===== src/design/slm_pkg.sv =====
// ----------------------------------------------------------------------------
// slm_pkg: shared definitions for the sorted list merge block
// Sizes, command kind codes, controller states and the control/status
// structs that join the controller to the datapath.
// ----------------------------------------------------------------------------
package slm_pkg;

    localparam int LIST_DEPTH = 32;
    localparam int DATA_W     = 32;
    localparam int KIND_W     = 2;
    localparam int IDX_W      = (LIST_DEPTH > 1) ? $clog2(LIST_DEPTH) : 1;
    localparam int CNT_W      = $clog2(LIST_DEPTH + 1);
    localparam int SUM_W      = CNT_W + 1;

    localparam logic [CNT_W-1:0] DEPTH_CNT = CNT_W'(LIST_DEPTH);

    localparam logic [KIND_W-1:0] KIND_LOAD_A = 2'd0;
    localparam logic [KIND_W-1:0] KIND_LOAD_B = 2'd1;
    localparam logic [KIND_W-1:0] KIND_MERGE  = 2'd2;

    typedef enum logic [1:0] {
        ST_IDLE,
        ST_FETCH,
        ST_EMIT
    } state_t;

    typedef struct packed {
        logic load_a;
        logic load_b;
        logic start;
        logic emit;
    } cmd_t;

    typedef struct packed {
        logic total_zero;
        logic out_free;
        logic last_pick;
    } status_t;

endpackage


===== src/design/slm_ctrl.sv =====
// ----------------------------------------------------------------------------
// slm_ctrl: merge controller
// Accepts load and merge beats while idle, then steps the datapath through
// fetch and emit states per merged element, waiting for a free output.
// ----------------------------------------------------------------------------
module slm_ctrl
    import slm_pkg::*;
(
    input  logic              clk,
    input  logic              rst_n,
    input  logic              in_valid,
    input  logic [KIND_W-1:0] kind,
    input  status_t           st,
    output logic              in_ready,
    output cmd_t              cmd,
    output state_t            state
);

    state_t state_reg;
    state_t state_next;

    always_ff @(posedge clk or negedge rst_n)
    begin
        if (!rst_n)
        begin
            state_reg <= ST_IDLE;
        end
        else
        begin
            state_reg <= state_next;
        end
    end

    always_comb
    begin
        state_next = state_reg;
        in_ready   = 1'b0;
        cmd        = '0;
        case (state_reg)
            ST_IDLE:
            begin
                in_ready = 1'b1;
                if (in_valid)
                begin
                    case (kind)
                        KIND_LOAD_A: cmd.load_a = 1'b1;
                        KIND_LOAD_B: cmd.load_b = 1'b1;
                        KIND_MERGE:
                        begin
                            cmd.start = 1'b1;
                            if (!st.total_zero)
                            begin
                                state_next = ST_FETCH;
                            end
                        end
                        default: cmd = '0;
                    endcase
                end
            end
            ST_FETCH:
            begin
                state_next = ST_EMIT;
            end
            ST_EMIT:
            begin
                if (st.out_free)
                begin
                    cmd.emit   = 1'b1;
                    state_next = st.last_pick ? ST_IDLE : ST_FETCH;
                end
            end
            default:
            begin
                state_next = ST_IDLE;
            end
        endcase
    end

    assign state = state_reg;

endmodule


===== src/design/slm_dpath.sv =====
// ----------------------------------------------------------------------------
// slm_dpath: list stores, counters, merge pointers and output register
// Holds both lists in memories with registered reads, picks the smaller
// head on each emit with B winning ties, and keeps the result beat until it is taken.
// ----------------------------------------------------------------------------
module slm_dpath
    import slm_pkg::*;
(
    input  logic              clk,
    input  logic              rst_n,
    input  cmd_t              cmd,
    input  logic [DATA_W-1:0] value,
    input  logic              out_ready,
    output status_t           st,
    output logic              out_valid,
    output logic [DATA_W-1:0] merged_value,
    output logic              last,
    output logic              overflow
);

    logic [DATA_W-1:0] store_a [LIST_DEPTH];
    logic [DATA_W-1:0] store_b [LIST_DEPTH];
    logic [DATA_W-1:0] rd_a_reg;
    logic [DATA_W-1:0] rd_b_reg;

    logic [CNT_W-1:0]  count_a_reg;
    logic [CNT_W-1:0]  count_b_reg;
    logic              flag_reg;
    logic [CNT_W-1:0]  len_a_reg;
    logic [CNT_W-1:0]  len_b_reg;
    logic [SUM_W-1:0]  total_reg;
    logic              snap_flag_reg;
    logic [CNT_W-1:0]  ptr_a_reg;
    logic [CNT_W-1:0]  ptr_b_reg;

    logic              out_valid_reg;
    logic [DATA_W-1:0] out_value_reg;
    logic              out_last_reg;
    logic              out_ovf_reg;

    logic              room_a;
    logic              room_b;
    logic              take_a;
    logic [SUM_W-1:0]  done_next;

    assign room_a = count_a_reg < DEPTH_CNT;
    assign room_b = count_b_reg < DEPTH_CNT;

    assign take_a = (ptr_a_reg < len_a_reg)
                 && ((ptr_b_reg >= len_b_reg) || ($signed(rd_a_reg) < $signed(rd_b_reg)));

    assign done_next = SUM_W'(ptr_a_reg) + SUM_W'(ptr_b_reg) + SUM_W'(1);

    assign st.total_zero = (count_a_reg == '0) && (count_b_reg == '0);
    assign st.out_free   = !out_valid_reg || out_ready;
    assign st.last_pick  = (done_next == total_reg);

    always_ff @(posedge clk)
    begin
        if (cmd.load_a && room_a)
        begin
            store_a[count_a_reg[IDX_W-1:0]] <= value;
        end
        if (cmd.load_b && room_b)
        begin
            store_b[count_b_reg[IDX_W-1:0]] <= value;
        end
        rd_a_reg <= store_a[ptr_a_reg[IDX_W-1:0]];
        rd_b_reg <= store_b[ptr_b_reg[IDX_W-1:0]];
    end

    always_ff @(posedge clk or negedge rst_n)
    begin
        if (!rst_n)
        begin
            count_a_reg   <= '0;
            count_b_reg   <= '0;
            flag_reg      <= 1'b0;
            ptr_a_reg     <= '0;
            ptr_b_reg     <= '0;
            out_valid_reg <= 1'b0;
        end
        else
        begin
            if (cmd.load_a)
            begin
                if (room_a)
                begin
                    count_a_reg <= count_a_reg + CNT_W'(1);
                end
                else
                begin
                    flag_reg <= 1'b1;
                end
            end
            if (cmd.load_b)
            begin
                if (room_b)
                begin
                    count_b_reg <= count_b_reg + CNT_W'(1);
                end
                else
                begin
                    flag_reg <= 1'b1;
                end
            end
            if (cmd.start)
            begin
                count_a_reg <= '0;
                count_b_reg <= '0;
                flag_reg    <= 1'b0;
                ptr_a_reg   <= '0;
                ptr_b_reg   <= '0;
            end
            if (cmd.emit)
            begin
                if (take_a)
                begin
                    ptr_a_reg <= ptr_a_reg + CNT_W'(1);
                end
                else
                begin
                    ptr_b_reg <= ptr_b_reg + CNT_W'(1);
                end
                out_valid_reg <= 1'b1;
            end
            else if (out_ready)
            begin
                out_valid_reg <= 1'b0;
            end
        end
    end

    always_ff @(posedge clk)
    begin
        if (cmd.start)
        begin
            len_a_reg     <= count_a_reg;
            len_b_reg     <= count_b_reg;
            total_reg     <= SUM_W'(count_a_reg) + SUM_W'(count_b_reg);
            snap_flag_reg <= flag_reg;
        end
        if (cmd.emit)
        begin
            out_value_reg <= take_a ? rd_a_reg : rd_b_reg;
            out_last_reg  <= st.last_pick;
            out_ovf_reg   <= snap_flag_reg;
        end
    end

    assign out_valid    = out_valid_reg;
    assign merged_value = out_value_reg;
    assign last         = out_last_reg;
    assign overflow     = out_ovf_reg;

endmodule


===== src/design/sorted_list_merge_top.sv =====
// ----------------------------------------------------------------------------
// sorted_list_merge_top: two-way merge of two sorted signed lists
// Load beats are accepted while the controller is idle. For each element, a
// merge passes through a store read state and a compare and output state,
// and it waits in the output state while the sink holds the previous beat.
// Reset clears counts, overflow flag, controller and output valid; the list
// stores are not cleared and hold data only below the counts.
// ----------------------------------------------------------------------------
module sorted_list_merge_top
    import slm_pkg::*;
(
    input  logic                     clk,
    input  logic                     rst_n,
    input  logic                     in_valid,
    output logic                     in_ready,
    input  logic [KIND_W-1:0]        kind,
    input  logic signed [DATA_W-1:0] value,
    output logic                     out_valid,
    input  logic                     out_ready,
    output logic signed [DATA_W-1:0] merged_value,
    output logic                     last,
    output logic                     overflow
);

    cmd_t              cmd;
    status_t           st;
    state_t            state;
    logic [DATA_W-1:0] merged_raw;

    slm_ctrl u_ctrl (
        .clk      (clk),
        .rst_n    (rst_n),
        .in_valid (in_valid),
        .kind     (kind),
        .st       (st),
        .in_ready (in_ready),
        .cmd      (cmd),
        .state    (state)
    );

    slm_dpath u_dpath (
        .clk          (clk),
        .rst_n        (rst_n),
        .cmd          (cmd),
        .value        (value),
        .out_ready    (out_ready),
        .st           (st),
        .out_valid    (out_valid),
        .merged_value (merged_raw),
        .last         (last),
        .overflow     (overflow)
    );

    assign merged_value = $signed(merged_raw);

    a_cmd_exclusive: assert property (@(posedge clk) disable iff (!rst_n)
        $onehot0({cmd.load_a, cmd.load_b, cmd.start, cmd.emit}))
        else $error("more than one datapath command in a cycle");

    a_emit_needs_room: assert property (@(posedge clk) disable iff (!rst_n)
        cmd.emit |-> st.out_free)
        else $error("emit while the output register is still occupied");

    a_start_fetches: assert property (@(posedge clk) disable iff (!rst_n)
        (cmd.start && !st.total_zero) |=> (state == ST_FETCH && !in_ready))
        else $error("nonempty merge did not begin fetching");

    a_last_ends_merge: assert property (@(posedge clk) disable iff (!rst_n)
        (cmd.emit && st.last_pick) |=> (state == ST_IDLE && out_valid && last))
        else $error("final merged beat did not end the merge");

endmodule

===== config.mk =====
export PLATFORM = sky130hd
export DESIGN_NAME = sorted_list_merge_top
export DESIGN_NICKNAME = d
export VERILOG_FILES = /design/src/design/slm_pkg.sv /design/src/design/slm_ctrl.sv /design/src/design/slm_dpath.sv /design/src/design/sorted_list_merge_top.sv
export SDC_FILE = /design/constraint.sdc
export NUM_CORES = 2
export LEC_CHECK = 0
export BUFFER_PORTS_ARGS = -buffer_cell sky130_fd_sc_hd__buf_2
export CAP_MARGIN = 20
export CORE_MARGIN = 5
export CORE_UTILIZATION = 50
export CTS_CLUSTER_DIAMETER = 200
export DETAILED_ROUTE_END_ITERATION = 7
export PLACE_DENSITY = 0.65
export SETUP_SLACK_MARGIN = 0.05
export SLEW_MARGIN = 20
export SYNTH_ARGS = -nofsm -noshare
export SYNTH_HDL_FRONTEND = slang
export SYNTH_SLANG_ARGS = --single-unit

===== constraint.sdc =====
create_clock -name clk -period 9.6 [get_ports clk]
set_clock_uncertainty 0.15 [all_clocks]
set_input_delay 0.48 -clock clk [delete_from_list [all_inputs] [get_ports clk]]
set_output_delay 0.48 -clock clk [all_outputs]
set_load 0.01 [all_outputs]

# Word-level counts from Yosys, hierarchy flattened

Memories as Yosys holds them, arrays and structs flattened. A register that Yosys moved wholly into a read port is not among the register bits.
Index checks and enable logic that the tools add are counted.

Register bits after elaboration: 82
Input port bits: 38
Output and inout bits: 36
RAM bits: 2048
Memories: 2
Logic and storage cells: 94

Memories:

| name            | depth | bits a word | rd ports | clocked after memory_dff | write ports | line            | text |
|---|---|---|---|---|---|---|---|
| u_dpath.store_a | 32    | 32          | 1        | 1                        | 1           | slm_dpath.sv:21 | `logic [DATA_W-1:0] store_a [LIST_DEPTH];` |
| u_dpath.store_b | 32    | 32          | 1        | 1                        | 1           | slm_dpath.sv:22 | `logic [DATA_W-1:0] store_b [LIST_DEPTH];` |

Reduce and logical (&&, ||, !) cells: 19
$lt $le $gt $ge: 5
Muxes and demuxes: 38
Add/subtract/negate cells: 7
Equal/unequal tests: 9

Operators with widths:

| cell                | number |
|---|---|
| $mux 6              | 12 |
| $lt 32x32->1        | 1 |
| $mux 32             | 1 |
| $add 6x1->6 const B | 4 |
| $mux 1              | 17 |
| $add 6x6->7         | 2 |
| $logic_not 6->1     | 2 |
| $lt 6x6->1 const B  | 2 |
| $reduce_bool 2->1   | 5 |
| $mux 2              | 4 |
| $ne 2x2->1 const B  | 4 |
| $add 7x1->7 const B | 1 |
| $eq 7x7->1          | 1 |
| $ge 6x6->1          | 1 |
| $lt 6x6->1          | 1 |
| $pmux 2 s3          | 1 |
| $eq 2x1->1 const B  | 2 |
| $eq 2x2->1 const B  | 2 |
| $logic_and 1x1->1   | 4 |
| $logic_not 2->1     | 2 |
| $mux 4              | 1 |
| $reduce_and 2->1    | 2 |
| $reduce_and 4->1    | 1 |
| $mux 3              | 1 |
| 3 further kinds     | 4 |

# Longest topological paths before layout

Word-level depth: 8
Gate-level depth with buffers: 15
Depth with buffers taken out: 11

# Cells and area by module

From an unflattened synthesis, not the netlist that was laid out.

Cells, all modules: 3519
Area, all modules: 84069.4 µm²

Modules (own cells, without submodules):

| module    | instances | seq. area each (µm²) | cells an instance | area an instance (µm²) |
|---|---|---|---|---|
| slm_dpath | 1         | 65052.4              | 3506              | 83921.7 |
| slm_ctrl  | 1         | 50.0                 | 13                | 147.6 |

# Worst setup path before layout

Ideal clock, no wire load.

Path type: reg2reg
Start point: reg u_dpath.ptr_b_reg[0]
End point: reg u_dpath.out_value_reg[16] (netlist: u_dpath.merged_value[16]), data pin
Data required time: 9.190 ns
Stages on the path, launching flop included: 15
Period minus slack after synthesis: 3.762 ns
Arrival: 3.352 ns
Library setup time: 0.260 ns
Setup slack: 5.838 ns
Buffers on the path: 5
Path through: dfrtp_1 buf_2 buf_2 clkbuf_1 inv_1 ha_1 nand2b_1 a2111oi_0 o21a_1 nand2b_1 a2bb2o_1 or2_1 buf_2 buf_2 mux2_2

Word-level cells in the longest chain between the ends: 4

RTL lines:

| what                   | line             | text |
|---|---|---|
| from (decl)            | slm_dpath.sv:34  | `logic [CNT_W-1:0] ptr_b_reg;` |
| from (signal assigned) | slm_dpath.sv:123 | `ptr_b_reg <= ptr_b_reg + CNT_W'(1);` |
| $ge 6x6->1             | slm_dpath.sv:50  | `&& ((ptr_b_reg >= len_b_reg) \|\| ($signed(rd_a_reg) < $signed(rd_b_reg)));` |
| $logic_or 1x1->1       | slm_dpath.sv:50  |  |
| $logic_and 1x1->1      | slm_dpath.sv:50  |  |
| $mux 32                | slm_dpath.sv:145 | `out_value_reg <= take_a ? rd_a_reg : rd_b_reg;` |
| to (signal assigned)   | slm_dpath.sv:145 |  |
| to (decl)              | slm_dpath.sv:37  | `logic [DATA_W-1:0] out_value_reg;` |

Every way passes these cells.
A chain may end at the register's enable or synchronous reset.

==> results summary <==
The run finished with clean final reports. The proportion of register bits with asynchronous set or reset after synthesis came out at about 1.3%. The routed wirelength normalized by instance count came out at a little under 30 um.

The highest clock frequency the design can meet is around 0.22 GHz. The switching power is slightly above 0.006 W. The final cell count without fillers came out at 6613. The startpoint of the most critical hold path is value[30]. The standby leakage power is approximately 29 nW. The largest driver fanout on the critical path came out at approximately 110. The proportion of total power due to net switching is approximately a quarter. The worst endpoint required time came out at around 10000 ps. Global routing finished with a remaining overflow of 0. The maximum buffer depth of the clock tree is 3. The root buffer cell chosen for the clock tree is clkbuf_16. VDD sags by at most around 0.25 mV. Buffers inserted during clock tree synthesis total about 210. Walking the worst path, the cells encountered are buf_12 -> buf_4 -> mux2_2 -> a21oi_1 -> o21ai_0 -> o22ai_1 -> a21oi_1 -> nand2_1 -> o21ai_0.

The final weighted congestion in routability-driven placement is ~0.81. The maximum number of pins on one net before global-route repair came out at about 120. The number of placement rows came out at about 150. The number of library cell types mapped by synthesis came out at 56. The initial core utilization is 50.1%. At the pin with the least slew margin, the transition time is 1010 ps.

The path type of the worst min-delay path is in2reg. The share of total power in sequential cells came out at about half. The mapped cell area is around 85000 um^2.

Port buffering added 73 buffers. Across all layers, the routed design uses around 40000 vias. After layout, the worst path uses roughly 48% of the clock period. The critical path in this run is classified as reg2reg. The number of nets in the synthesized netlist is between 4000 and 5000.

Setup repair after global routing left no endpoint under its margin. The area of the die is ~180000 um^2. The net count reported at finish came out at around 4300.

The critical path contains buffers and inverters numbering 2 combined. The share of total power dissipated in combinational logic is between 10% and 20%. The number of DRC markers in iteration 0 is a little over 4000.

The count of filler cells inserted in the layout is 12500. The number of nets with antenna violations after routing is 0. Leaving out fill and tap cells, the most frequent cells in the layout are edfxtp_1 (2102), mux4_2 (448), clkbuf_16 (218), mux2i_1 (196), nand2_1 (158). The residual DRC count is 0. The average footprint of a synthesized cell is 21.0 um^2. The number of primary I/O pins came out at 74. Once placement completed, the tool counted placed cells totaling slightly above 6000. The number of global-route vias before repair came out at roughly 40000. The area of the core came out at about 170000 um^2. The post-place instance area came out at approximately 90000 um^2. The final total negative setup slack is 0 ps.

The final HPWL from detailed placement came out at 101 mm. Hold is met by roughly 35 ps. The yosys synthesis warning count came out at 0. The clock period minus final worst setup slack came out at 4590 ps. The cell depth of the worst min-delay path came out at 1. The final hold violation count came to 0. The peak per-stage delay on the critical path is between 900 and 1000 ps.

The synthesized design contains roughly 2200 register bits. The count of clock tree sinks is around 2200. After clock tree synthesis, the setup repair step added 0 buffers. The latest clock arrival within the worst-skew pair came out at a little over 800 ps. Internal power comes to approximately 0.017 W. The average via count per standard cell is 6.07. The kind of cell with the highest combined delay along the critical path is buffers and inverters.

The initial antenna violation count came out at 6. Data on the critical path arrives at its endpoint at about 5000 ps. The path with the worst hold slack has its endpoint at u_dpath.store_b[22][30]. The number of gates given a new drive strength after cts is 0. The first TritonRoute pass finished after 5 iterations. On the critical path, the stage with the largest delay is an instance of dfrtp_4. The leading cell type in the layout, fill and taps excluded is edfxtp_1. The horizontal die dimension is 421 um. The reg-to-reg setup timing slack came out at 5010 ps. The max capacitance violation total is 0. The startpoint identified for the worst register-to-register timing path is u_dpath.ptr_b_reg[0]. The final wirelength is between 150 and 200 mm. The most used flip-flop cell after synthesis is edfxtp_1. The clock network fraction of design power is between 30% and 40%. Counting every instance in the synthesized netlist gives just over 4000. The first global-routing pass estimated between 200 and 300 mm of wire. STA classifies the critical path startpoint as a flop. The count of flip-flops with a built-in enable after synthesis came out at roughly 2100.

The worst setup path is captured at a flop. The combined global-route utilization of all metal layers is 21.9%. After clock tree synthesis, the clock-pin slew on the worst setup and hold paths is ~60 ps. The capture point of the worst reg-to-reg path is u_dpath.rd_b_reg[27]. The total setup violations reported at the end of the flow is 0. Relative to the synthesized area, the layout overhead comes to 12.1%. The share of layout cells above drive strength 1 is between 20 and 30%. The total power density per cell area is approximately 250 nW/um^2.

The final number of max-transition violations was 0. Sequential cells were found to cover just under 80% of the synthesized design area. The worst relative slew slack came out at roughly 33%.

The vertical die dimension is 421 um. The clock tree from TritonCTS is built. After routing the design area is around 95000 um^2.

The cell count of the worst reg-to-reg path is 9. The H-tree depth came out at 4.
==> metrics by stage <==
step	util [%]	setup slack (ps)	total power, W
after floorplan	-	5840	0.0147
after global placement	52.3	5040	0.0161
after detailed placement	52.3	5050	0.0162
after CTS	56.1	5020	0.0238
after global routing	56.2	4710	0.0246
final	56.2	5010	0.0236
==> logic make-up after synthesis <==
logic type | count (synthesis) | share of synthesized area [%]
flip-flops | 2194 | 77.0
AO/OA/AOI/OAI | 388 | 2.89
AND/OR/NAND/NOR | 323 | 1.66
multiplexers | 773 | 16.0
buffers and inverters | 262 | 1.21
XOR/XNOR | 25 | 0.259
adder cells (fa/ha/maj) | 66 | 0.995
==> cell usage after synthesis (4+ instances only) <==
master    count  area (um^2)
buf_1        43          161
nand2b_1     10         62.6
a21oi_1     116          581
o22ai_1      32          200
xor2_1        9         78.8
edfxtp_1   2102        63100
nor2_1       92          345
a21o_1       10         75.1
mux2i_1     196         1960
nand3_1      12         60.1
mux2_1        6         67.6
nand4_1      10         62.6
o221ai_1     96          841
dfxtp_1      64         1280
ha_1         64          801
nor3_1        6         30.0
dfrtp_1      28          701
buf_2        26          130
mux2_2      123         1390
or3_1         5         31.3
nand3b_1      6         45.0
mux4_2      448        10100
nor2b_1       5         31.3
clkbuf_1    135          507
nand2_1     160          601
o211ai_1      4         30.0
inv_1        56          210
o21ai_0     107          536
xnor2_1      16          140
==> layer usage <==
layer / share of wire, % / vias to the layer above / GRT usage [%]
met5: 0 / - / 0
met3: 6.6 / 284 / 3.50
met4: 2.4 / 0 / 5.90
li1: - / 17100 / -
met1: 40 / 21400 / 29.9
met2: 51 / 1463 / 37.2
==> area by class of cell <==
type                            count  area, um^2  area share, %
Sequential cell                  2194       65100           68.7
Timing Repair Buffer              173        1300           1.38
Tap cell                         2218        2780           2.93
Clock inverter                     96         546          0.576
Multi-Input combinational cell   1575       18900           20.0
Antenna cell                        6        15.0         0.0158
Clock buffer                      294        5850           6.17
Inverter                           57         214          0.226
==> power by group through the flow <==
stage | Combinational, W | Sequential [W] | Clock (W)
finish | 0.00455 | 0.0114 | 0.00772
global route | 0.00494 | 0.0114 | 0.00829
CTS | 0.00461 | 0.0114 | 0.00786
detailed placement | 0.00458 | 0.0116 | 0
global placement | 0.00454 | 0.0116 | 0
floorplan | 0.00350 | 0.0112 | 0
==> how the worst max path moves through the flow <==
stage                                     from                       end  slack [ps]  depth (start not counted)
after global placement    u_dpath.ptr_b_reg[0]      u_dpath.rd_b_reg[27]        5040                          9
after detailed placement  u_dpath.ptr_b_reg[0]      u_dpath.rd_b_reg[27]        5050                          9
after CTS                 u_dpath.ptr_b_reg[0]      u_dpath.rd_b_reg[27]        5020                          9
final                     u_dpath.ptr_b_reg[0]      u_dpath.rd_b_reg[27]        5010                          9
after floorplan           u_dpath.ptr_b_reg[0]  u_dpath.merged_value[16]        5840                         14
after global routing      u_dpath.ptr_b_reg[0]      u_dpath.rd_b_reg[27]        4710                          9
==> repair_timing <==
action,4_1_cts,5_1_grt
setup endpoints to repair,0,0
hold endpoints to repair,38,32
hold buffers,5,2
Note: power is estimated with default switching activity, not from simulation.
